===== src/rtl/core/obf_pkg.sv =====
package obf_pkg;

  // Default sizes
  localparam int DEF_CAPACITY          = 256;
  localparam int DEF_MAX_ELEMENT_BYTES = 8;

  // Fixed field widths
  localparam int DATA_W  = 64;
  localparam int ELEM_W  = 4;
  localparam int SIZE_W  = 9;
  localparam int CIDX_W  = 1;
  localparam int CDATA_W = 9;

  // Configuration register indexes
  localparam logic [CIDX_W-1:0] REG_ELEMENT_BYTES = 1'd0;
  localparam logic [CIDX_W-1:0] REG_RING_SIZE     = 1'd1;

  // Request codes
  localparam logic REQ_PUSH = 1'b0;
  localparam logic REQ_POP  = 1'b1;

  typedef enum logic [2:0] {
    ST_IDLE,
    ST_PUSH,
    ST_POP,
    ST_DRAIN,
    ST_FINISH
  } state_t;

  typedef struct packed {
    logic start;      // latch request, clear byte counter and gather word
    logic push_step;  // write one byte, advance count or head
    logic pop_step;   // read one byte at head, advance head
    logic load_out;   // move result into the output register
  } ctrl_cmd_t;

  typedef struct packed {
    logic elem_zero;      // element size is zero
    logic empty;          // no bytes stored
    logic last_idx;       // current byte is the last of the element
    logic last_pop_byte;  // one byte left stored
    logic out_free;       // output register can take a word
  } dp_status_t;

endpackage


===== src/rtl/core/obf_ctrl.sv =====
module obf_ctrl (
  input  logic                clk,
  input  logic                rst,
  input  logic                in_valid,
  input  logic                req_type,
  output logic                in_ready,
  input  obf_pkg::dp_status_t status,
  output obf_pkg::ctrl_cmd_t  cmd
);
  import obf_pkg::*;

  state_t state;
  state_t state_next;

  always_ff @(posedge clk) begin
    if (rst) begin
      state <= ST_IDLE;
    end else begin
      state <= state_next;
    end
  end

  always_comb begin
    state_next = state;
    case (state)
      ST_IDLE: begin
        if (in_valid) begin
          if (req_type == REQ_POP) begin
            state_next = (status.empty || status.elem_zero) ? ST_FINISH : ST_POP;
          end else begin
            state_next = status.elem_zero ? ST_FINISH : ST_PUSH;
          end
        end
      end
      ST_PUSH: begin
        if (status.last_idx) begin
          state_next = ST_FINISH;
        end
      end
      ST_POP: begin
        if (status.last_idx || status.last_pop_byte) begin
          state_next = ST_DRAIN;
        end
      end
      ST_DRAIN: begin
        state_next = ST_FINISH;
      end
      ST_FINISH: begin
        if (status.out_free) begin
          state_next = ST_IDLE;
        end
      end
      default: begin
        state_next = ST_IDLE;
      end
    endcase
  end

  always_comb begin
    cmd      = '0;
    in_ready = 1'b0;
    case (state)
      ST_IDLE: begin
        in_ready  = 1'b1;
        cmd.start = in_valid;
      end
      ST_PUSH: begin
        cmd.push_step = 1'b1;
      end
      ST_POP: begin
        cmd.pop_step = 1'b1;
      end
      ST_DRAIN: begin
        cmd = '0;
      end
      ST_FINISH: begin
        cmd.load_out = status.out_free;
      end
      default: begin
        cmd = '0;
      end
    endcase
  end

endmodule


===== src/rtl/core/obf_datapath.sv =====
module obf_datapath #(
  parameter int CAPACITY          = obf_pkg::DEF_CAPACITY,
  parameter int MAX_ELEMENT_BYTES = obf_pkg::DEF_MAX_ELEMENT_BYTES
) (
  input  logic                          clk,
  input  logic                          rst,
  input  logic                          cfg_we,
  input  logic [obf_pkg::CIDX_W-1:0]    cfg_index,
  input  logic [obf_pkg::CDATA_W-1:0]   cfg_data,
  input  logic                          req_type,
  input  logic [obf_pkg::DATA_W-1:0]    push_data,
  input  logic                          out_ready,
  input  obf_pkg::ctrl_cmd_t            cmd,
  output obf_pkg::dp_status_t           status,
  output logic                          out_valid,
  output logic [obf_pkg::DATA_W-1:0]    pop_data,
  output logic [obf_pkg::ELEM_W-1:0]    bytes_popped,
  output logic [obf_pkg::SIZE_W-1:0]    fill_count,
  output logic                          is_empty,
  output logic                          is_full
);
  import obf_pkg::*;

  localparam int AW    = $clog2(CAPACITY);
  localparam int CW    = ((AW > SIZE_W) ? AW : SIZE_W) + 1;
  localparam int CAP9  = (CAPACITY > 511) ? 511 : CAPACITY;
  localparam int LANES = DATA_W / 8;

  // Configuration
  logic [ELEM_W-1:0] element_bytes;
  logic [SIZE_W-1:0] ring_size;

  // Ring state
  logic [AW-1:0]     head;
  logic [SIZE_W-1:0] count;
  logic [ELEM_W-1:0] idx;
  logic              req_pop;

  // Payload
  logic [7:0]        mem [CAPACITY];
  logic [7:0]        rd_data;
  logic [DATA_W-1:0] push_buf;
  logic [DATA_W-1:0] gather;
  logic              cap_pend;
  logic [2:0]        cap_lane;

  logic [SIZE_W-1:0] size;
  logic [ELEM_W-1:0] elem;
  logic [CW-1:0]     size_w;
  logic [CW-1:0]     sum;
  logic [CW-1:0]     slot;
  logic [CW-1:0]     head_inc;
  logic [AW-1:0]     head_adv;

  // Clamp the registers to their usable ranges
  always_comb begin
    if (ring_size == '0) begin
      size = SIZE_W'(1);
    end else if (ring_size > SIZE_W'(CAP9)) begin
      size = SIZE_W'(CAP9);
    end else begin
      size = ring_size;
    end
    elem = (element_bytes > ELEM_W'(MAX_ELEMENT_BYTES)) ? ELEM_W'(MAX_ELEMENT_BYTES)
                                                        : element_bytes;
  end

  // Tail slot and head advance, both wrap at the ring size
  always_comb begin
    size_w   = CW'(size);
    sum      = CW'(head) + CW'(count);
    slot     = (sum >= size_w) ? (sum - size_w) : sum;
    head_inc = CW'(head) + CW'(1);
    head_adv = (head_inc >= size_w) ? '0 : head_inc[AW-1:0];
  end

  always_comb begin
    status.elem_zero     = (elem == '0);
    status.empty         = (count == '0);
    status.last_idx      = ({1'b0, idx} + (ELEM_W+1)'(1)) == {1'b0, elem};
    status.last_pop_byte = (count == SIZE_W'(1));
    status.out_free      = !out_valid || out_ready;
  end

  always_ff @(posedge clk) begin
    if (rst) begin
      element_bytes <= ELEM_W'(1);
      ring_size     <= SIZE_W'(256);
      head          <= '0;
      count         <= '0;
      idx           <= '0;
      req_pop       <= 1'b0;
      cap_pend      <= 1'b0;
      out_valid     <= 1'b0;
    end else begin
      cap_pend <= cmd.pop_step;
      if (cfg_we) begin
        case (cfg_index)
          REG_ELEMENT_BYTES: element_bytes <= cfg_data[ELEM_W-1:0];
          REG_RING_SIZE: begin
            ring_size <= cfg_data[SIZE_W-1:0];
            head      <= '0;
            count     <= '0;
          end
          default: ;
        endcase
      end
      if (cmd.start) begin
        idx     <= '0;
        req_pop <= req_type;
      end
      if (cmd.push_step) begin
        idx <= idx + ELEM_W'(1);
        if (count < size) begin
          count <= count + SIZE_W'(1);
        end else begin
          head <= head_adv;
        end
      end
      if (cmd.pop_step) begin
        idx   <= idx + ELEM_W'(1);
        count <= count - SIZE_W'(1);
        head  <= head_adv;
      end
      if (cmd.load_out) begin
        out_valid <= 1'b1;
      end else if (out_ready) begin
        out_valid <= 1'b0;
      end
    end
  end

  // Byte store: one write or one registered read per cycle
  always_ff @(posedge clk) begin
    if (cmd.push_step) begin
      mem[slot[AW-1:0]] <= push_buf[8*idx[2:0] +: 8];
    end
    if (cmd.pop_step) begin
      rd_data <= mem[head];
    end
  end

  // Gather popped bytes in the cycle after the read
  always_ff @(posedge clk) begin
    if (cmd.start) begin
      push_buf <= push_data;
    end
    if (cmd.pop_step) begin
      cap_lane <= idx[2:0];
    end
    for (int l = 0; l < LANES; l++) begin
      if (cmd.start) begin
        gather[8*l +: 8] <= '0;
      end else if (cap_pend && (cap_lane == 3'(l))) begin
        gather[8*l +: 8] <= rd_data;
      end
    end
    if (cmd.load_out) begin
      pop_data     <= gather;
      bytes_popped <= req_pop ? idx : '0;
      fill_count   <= count;
      is_empty     <= (count == '0);
      is_full      <= (count >= size);
    end
  end

endmodule


===== src/rtl/core/overwriting_byte_fifo.sv =====
// Channel  Dir  Handshake             Word
// -------  ---  --------------------  -------------------------------------------
// in       in   in_valid / in_ready   req_type, push_data
// out      out  out_valid / out_ready pop_data, bytes_popped, fill_count,
//                                     is_empty, is_full
// cfg      in   cfg_we (no wait)      cfg_index, cfg_data
//
// Sequence: one byte store access per cycle. A push steps once per element byte,
//   a pop once per byte actually popped and then drains the registered read of
//   the store; both then load the result, as does an empty pop or zero-size element.
// The output register frees the input side: a new word is taken while the last
//   result still waits for out_ready; only its load stalls on a full register.
// Reset: synchronous; ring empty, head at slot 0, element_bytes 1, ring_size
//   256. The byte store is not cleared; counting keeps stale slots unread.
// Writing ring_size flushes the ring (head and count back to zero).
module overwriting_byte_fifo #(
  parameter int CAPACITY          = obf_pkg::DEF_CAPACITY,
  parameter int MAX_ELEMENT_BYTES = obf_pkg::DEF_MAX_ELEMENT_BYTES
) (
  input  logic                          clk,
  input  logic                          rst,
  // configuration
  input  logic                          cfg_we,
  input  logic [obf_pkg::CIDX_W-1:0]    cfg_index,
  input  logic [obf_pkg::CDATA_W-1:0]   cfg_data,
  // request channel
  input  logic                          in_valid,
  output logic                          in_ready,
  input  logic                          req_type,
  input  logic [obf_pkg::DATA_W-1:0]    push_data,
  // result channel
  output logic                          out_valid,
  input  logic                          out_ready,
  output logic [obf_pkg::DATA_W-1:0]    pop_data,
  output logic [obf_pkg::ELEM_W-1:0]    bytes_popped,
  output logic [obf_pkg::SIZE_W-1:0]    fill_count,
  output logic                          is_empty,
  output logic                          is_full
);
  import obf_pkg::*;

  ctrl_cmd_t  cmd;
  dp_status_t status;

  // Sequencer: dispatch, byte loop, drain, result load
  obf_ctrl u_ctrl (
    .clk      (clk),
    .rst      (rst),
    .in_valid (in_valid),
    .req_type (req_type),
    .in_ready (in_ready),
    .status   (status),
    .cmd      (cmd)
  );

  // Ring pointers, byte store, gather register and output register
  obf_datapath #(
    .CAPACITY          (CAPACITY),
    .MAX_ELEMENT_BYTES (MAX_ELEMENT_BYTES)
  ) u_datapath (
    .clk          (clk),
    .rst          (rst),
    .cfg_we       (cfg_we),
    .cfg_index    (cfg_index),
    .cfg_data     (cfg_data),
    .req_type     (req_type),
    .push_data    (push_data),
    .out_ready    (out_ready),
    .cmd          (cmd),
    .status       (status),
    .out_valid    (out_valid),
    .pop_data     (pop_data),
    .bytes_popped (bytes_popped),
    .fill_count   (fill_count),
    .is_empty     (is_empty),
    .is_full      (is_full)
  );

endmodule


===== config.mk =====
export PLATFORM = sky130hd
export DESIGN_NAME = overwriting_byte_fifo
export DESIGN_NICKNAME = d
export VERILOG_FILES = /design/src/rtl/core/obf_pkg.sv /design/src/rtl/core/obf_ctrl.sv /design/src/rtl/core/obf_datapath.sv /design/src/rtl/core/overwriting_byte_fifo.sv
export SDC_FILE = /design/constraint.sdc
export NUM_CORES = 2
export LEC_CHECK = 0
export ABC_AREA = 0
export BUFFER_PORTS_ARGS = -buffer_cell sky130_fd_sc_hd__buf_4
export CAP_MARGIN = 20
export CORE_UTILIZATION = 43
export DETAILED_ROUTE_END_ITERATION = 12
export SLEW_MARGIN = 10
export SYNTH_ARGS = -nofsm -noshare
export SYNTH_HDL_FRONTEND = slang
export SYNTH_HIERARCHICAL = 1
export SYNTH_SLANG_ARGS = --single-unit

===== constraint.sdc =====
create_clock -name clk -period 6.3 [get_ports clk]
set_clock_uncertainty 0.1 [all_clocks]
set_input_delay 0.315 -clock clk [delete_from_list [all_inputs] [get_ports clk]]
set_output_delay 0.315 -clock clk [all_outputs]
set_load 0.05 [all_outputs]

* Word level (Yosys, flattened, before mapping)
Memory sizes are Yosys's and may differ from the RTL's. A register that Yosys moved wholly into a read port is not among the register bits.
Cells that the tools add are included.
** Cells by class
- $add $sub $neg :: 7
- Multiply operators :: 0
- Divide/modulo/power cells :: 0
- Order comparisons :: 6
- Equality and inequality tests :: 17
- Shift operators :: 1
- Mux-type cells :: 35
- Bitwise operators :: 1
- Reductions and logical operators :: 22
** Operator list (number)
- 64-bit by 7-bit indexed part select with 8-bit output :: 1
- 9-bit two-way mux :: 7
- 8-bit two-way mux :: 7
- 3-bit two-way mux :: 7
- 9-bit greater-or-equal comparator :: 2
- 9-bit logical NOT :: 2
- 4-bit two-way mux :: 4
- 3-bit equality test, second input constant :: 5
- 3-bit one-hot mux with 5 select lines :: 1
- 3-bit by 2-bit equality test with 1-bit output, second input constant :: 4
- 8-bit by 9-bit adder with 10-bit output :: 1
- 10-bit by 9-bit greater-or-equal comparator with 1-bit output :: 1
- 8-bit by 1-bit adder with 9-bit output, second input constant :: 1
- 9-bit by 1-bit adder with 9-bit output, second input constant :: 1
- 9-bit by 1-bit equality test with 1-bit output, second input constant :: 1
- 9-bit greater-than comparator, second input constant :: 1
- 9-bit less-than comparator :: 1
- 1-bit two-way mux :: 9
- 9-bit by 1-bit subtractor with 9-bit output, second input constant :: 1
- 1-bit logical AND :: 8
- 8-bit subtractor :: 1
- 3-bit by 1-bit equality test with 1-bit output, second input constant :: 2
- 3-bit logical NOT :: 2
- 2-bit by 1-bit != test with 1-bit output, second input constant :: 3
- 13 further kinds :: 16
** Word-level totals
- Register bits after elaboration :: 250
- Latch bits :: 0
- Memory bits (writable) :: 2048
- Memory bits (read-only) :: 0
- Input port bits :: 80
- Output and inout port bits :: 81
- Logic and storage cells :: 114
- Memories :: 1
** Memories
- u_datapath.mem :: words 256, width 8, rd ports 1, clocked after memory_dff 1, wr ports 1, line obf_datapath.sv:40 : logic [7:0] mem [CAPACITY];

* Longest topological paths before layout
- Depth after elaboration :: 8
- Gate-level depth with buffers :: 22
- Depth with buffers taken out :: 18

* Cells and area by module
The synthesis kept the hierarchy.
** By module, submodules not included
- obf_datapath :: times used 1, cells each 4598, area an instance 90739.5 µm², sequential area each 68145.4 µm²
- obf_ctrl :: times used 1, cells each 31, area an instance 237.7 µm², sequential area each 60.1 µm²

* Worst setup path after synthesis
Ideal clock, no wire load.
- Path kind :: flip-flop to flip-flop
- Start point :: register u_datapath.out_valid
- End point :: register u_datapath/bytes_popped[0] (netlist bit), enable pin
- Setup time :: 616 ps
- Arrival time :: 6099 ps
- Data required time :: 5584 ps
- Slack :: -515 ps
- Stages on the path, launching flop included :: 4
- Path buffers :: 0
- Clock period less this slack :: 6815 ps
- Cells stage by stage :: dfxtp_1 -> nand2b_1 -> nand2_1 -> nor3_1
** RTL lines
- start, declared :: line obf_datapath.sv:15 : output logic out_valid,
- start signal, assigned :: line obf_datapath.sv:94 : out_valid <= 1'b0;
- start signal, assigned :: line obf_datapath.sv:126 : out_valid <= 1'b1;
- start signal, assigned :: line obf_datapath.sv:128 : out_valid <= 1'b0;
- end signal, assigned :: line obf_datapath.sv:160 : bytes_popped <= req_pop ? idx : '0;
- end, declared :: line obf_datapath.sv:17 : output logic [obf_pkg::ELEM_W-1:0] bytes_popped,

* Worst setup path after layout
- Start point :: register u_datapath.count[1]
- End point :: memory u_datapath.mem[139][0], enable pin
** Between the ends
- Word-level cells in the longest chain between the ends :: 3
- Elaborated cells between the ends (all ways) :: 4
- Those cells by class :: add/sub: 2; order compare: 1; mux: 1
** Ends and longest elaborated chain
- start, declared :: line obf_datapath.sv:35 : logic [SIZE_W-1:0] count;
- start signal, assigned :: line obf_datapath.sv:115 : count <= count + SIZE_W'(1);
- start signal, assigned :: line obf_datapath.sv:122 : count <= count - SIZE_W'(1);
- 8-bit by 9-bit adder with 10-bit output (*) :: line obf_datapath.sv:71 : sum = CW'(head) + CW'(count);
- 8-bit subtractor / 10-bit by 9-bit greater-or-equal comparator with 1-bit output (equally long branches) :: line obf_datapath.sv:72 : slot = (sum >= size_w) ? (sum - size_w) : sum;
- 8-bit two-way mux (*) :: line obf_datapath.sv:72
- end, declared :: line obf_datapath.sv:40
Mark *: on every way between the ends. The rest lies on a longest branch, timed or not.

==> metrics.md <==
| Metric | Value |
|---|---|
| Hold Vio Cnt, Final | 0 |
| Placed Cells | 7,518 |
| Pwr dens | 405 nW/um^2 |
| Mapped Nets | 4,752 |
| Maximum number of pins on one net before global-route repair | 161 |
| Clock Pin Slew Worst Setup and Hold Paths | 0.06 ns |
| CP max FO | 8 |
| Synth area leader | edfxtp_1 |
| Final setup vio count | 0 |
| Cell Area, Placed | approximately 96,000 sq um |
| Post-Place Setup Slack | -0.0216 ns |
| CP Cell Sequence | inv_1 -> fa_1 -> nor2b_1 -> o21ai_0 -> nor2b_1 -> xor2_1 -> inv_1 -> ha_1 -> and3_4 -> a221oi_4 -> a31oi_2 -> a211oi_4 -> nand2_2 -> buf_4 -> a22oi_2 -> nand2_1 -> buf_4 -> nor2_1 |
| Max Clk Rate | 0.167 GHz |
| Synth unique cells | 84 |
| Via density per instance | ~5.8 |
| CP required | between 6 and 7 ns |
| GR Layer Usage met1 | between 30 and 40% |
| Number of top-level pins | approximately 160 |
| Routed Antenna Nets | 0 |
| # fillers | roughly 17,000 |
| Critical path's largest stage delay | approximately 0.66 ns |
| Fin cells | 8,058 |
| DP HPWL | 138,000 microns |
| Clk buf depth | 3 |
| Post-route minimum period | about 6 ns |
| Slew Viols, Final | 0 |
| Vias in the first global route | 46,300 |
| Core Area | 210,000 sq um |
| Final Total Pwr | 42.6 mW |
| Setup WS post-layout | about 0.32 ns |
| Clock tree sinks | 2,306 |
| #FFs+latches synth | between 2,000 and 2,500 |
| Total CTS buffers | 224 |
| Leak pwr | approximately 33 nW |
| GRT overflow | 0 |
| MaxCap Viol Count | 0 |
| CP Class | flip-flop to flip-flop |
| H-tree levels | 4 |
| Gr busiest metal | met2 |
| CTS tree | built |
| DIE HEIGHT | around 460 microns |
| Commonest cells in the netlist | edfxtp_1, mux4_2, nand2_1 |
| Worst Setup End Kind | flip-flop |
| Max stage delay cell, worst path | nor2_1 |
| Area contributors post-synth | edfxtp_1, mux4_2, dfxtp_1 |
| Post-synth EDFFs | 2,202 |
| Die width | 462 microns |
| Number of DRC markers in iteration 0 | 5,564 |
| Yosys warnings | 6 |
| Met2 usage | 33.7% |
| Port Buffers | 160 |
| Slew margin rel. | 24.7% |
| Final WL | 232,000 microns |
| Antenna violations before repair | 6 |
| Worst hold path depth | 2 |
| Syn avg cell area | a little under 20 sq um |
| Final period utilization | 94.9% |
| Starting Density | between 40% and 50% |
| Hold WC Path Type | input port to flip-flop |
| Critical path launch point type | flip-flop |
| Worst Max-Slew Pin Slew | 1.13 ns |
| Final hold slack | 0.0778 ns |
| Seq/Total Area, Yosys | roughly 75% |
| Post-Syn Area | approximately 90,000 sq um |
| Post-route DRC | 0 |
| Drt pass-1 iters | 6 |
| Top cell type's share of synthesized area | 72.7% |
| Worst Reg-to-Reg Cells | 18 |
| Nets@finish | 5,182 |
| Main flop type after synthesis | edfxtp_1 |
| Die footprint | between 200,000 and 250,000 sq um |
| Worst-Skew Late Latency | roughly 0.86 ns |
| Area grow syn2layout | 15.7% |
| M3 GR Usage | 4.42% |
| # rows | 168 |
| Layout cells sized above 1 | 26.4% |
| Post-route cell area | 105,000 sq um |
| First-pass GRT wire length | around 330,000 microns |
| Ys async rst share | 0% |
| GPL Wtd Cong | between 0.8 and 0.9 |
| Max VDD drop | 0.355 mV |
| WL per Instance | 28.8 microns |
| WP data arrival | roughly 6.4 ns |
| GRT Overall Usage | between 20% and 30% |
| Root Buffer | clkbuf_16 |
| Gate Count Post-Synth | 4,629 |
| Via Count | between 40,000 and 50,000 |
| Status | completed |
| Top-count cell post-synth | edfxtp_1 |
==> layout by cell type (no fill, tap or decap), types with 15 or more instances in the layout <==
master,count
a211oi_1,16
clkinv_1,43
o22ai_1,33
a21o_1,16
a21oi_1,140
nand3_1,28
nand2b_1,17
buf_4,342
dfxtp_1,98
bufinv_16,31
a221oi_1,15
a31oi_1,15
ha_1,41
mux4_2,530
clkinv_2,40
nor3_1,117
mux2i_1,189
dlygate4sd3_1,94
xnor2_1,17
nor3_2,39
buf_12,22
inv_1,28
clkbuf_16,231
nor2_1,197
o221ai_1,31
and2_1,16
nor2_2,18
o21ai_0,80
clkbuf_1,41
buf_2,24
edfxtp_1,2202
nor2b_1,17
nand2_1,231
==> critical path: cells and delay by family, from the launching register on <==
| kind | cells | cell delay [ns] |
|---|---|---|
| AND/OR/NAND/NOR | 6 | 1.75 |
| AO/OA/AOI/OAI | 5 | 1.15 |
| buffers and inverters | 4 | 0.96 |
| adder cells (fa/ha/maj) | 2 | 0.89 |
| flip-flops | 1 | 0.48 |
| XOR/XNOR | 1 | 0.27 |
==> area by class of cell <==
type	count	area, sq um	area share (%)
Inverter	32	128	0.121
Multi-Input combinational cell	2009	21700	20.6
Clock inverter	140	1580	1.50
Antenna cell	4	10.0	0.00951
Clock buffer	276	5990	5.69
Tap cell	2805	3510	3.33
Sequential cell	2306	68200	64.8
Timing Repair Buffer	486	4110	3.91
==> registers in the layout, indices dropped and copies added (netlist names) <==
name                      flops
u_datapath/idx                4
u_datapath/count              9
u_datapath/is_empty           1
u_datapath/bytes_popped       4
u_datapath/req_pop            1
u_datapath/element_bytes      4
u_datapath/out_valid          1
u_datapath/is_full            1
u_datapath/cap_lane           3
u_ctrl/state                  3
u_datapath/mem             2048
u_datapath/pop_data          64
u_datapath/fill_count         9
u_datapath/rd_data            8
u_datapath/head               8
u_datapath/ring_size          9
u_datapath/push_buf          64
u_datapath/gather            64
u_datapath/cap_pend           1
==> metal layers <==
| metal | vias up | part of all wire, % |
|---|---|---|
| li1 | 19800 | - |
| met1 | 24500 | 42 |
| met2 | 2139 | 47 |
| met3 | 354 | 8.5 |
| met4 | 2 | 3.0 |
| met5 | - | 0.0056 |
==> timing repair <==
item / CTS / global route
hold endpoints to repair: 103 / 0
resized for setup: 2 / 34
endpoints found under the setup margin: 26 / 642
hold buffers: 94 / 0
setup buffers: 0 / 0
==> power by group <==
| group | switching, mW | leakage (nW) | internal, mW |
|---|---|---|---|
| Clock | 5.74 | 3.67 | 8.01 |
| Combinational | 6.39 | 8.47 | 2.80 |
| Sequential | 0.209 | 20.7 | 19.5 |
==> final timing paths <==
path / startpoint / end / slack (ns)
setup / recovery: u_datapath/count[1] / u_datapath/mem[139][0] / 0.32
hold / removal: push_data[23] / u_datapath/push_buf[23] / 0.08
setup reg to reg: u_datapath/count[1] / u_datapath/mem[139][0] / 0.32
hold reg to reg: u_datapath/gather[44] / u_datapath/pop_data[44] / 0.33
==> kinds of logic (layout without fill, tap and decap cells) <==
kind of cell | Yosys count | count (layout) | synth area share, %
AND/OR/NAND/NOR | 753 | 753 | 3.86
other | 0 | 4 | 0
multiplexers | 735 | 735 | 15.4
buffers and inverters | 314 | 934 | 1.56
XOR/XNOR | 26 | 26 | 0.250
AO/OA/AOI/OAI | 452 | 452 | 3.35
adder cells (fa/ha/maj) | 43 | 43 | 0.608
flip-flops | 2306 | 2306 | 75.0
==> metrics by stage <==
| stage | util (%) | TNS [ns] |
|---|---|---|
| global route | 50.1 | -0.0273 |
| detailed placement | 45.9 | -0.201 |
| finish | 50.1 | 0 |
| floorplan | - | 0 |
| CTS | 50.0 | -0.0510 |
| global placement | 45.9 | 0 |
Note: power is estimated with default switching activity, not from simulation.
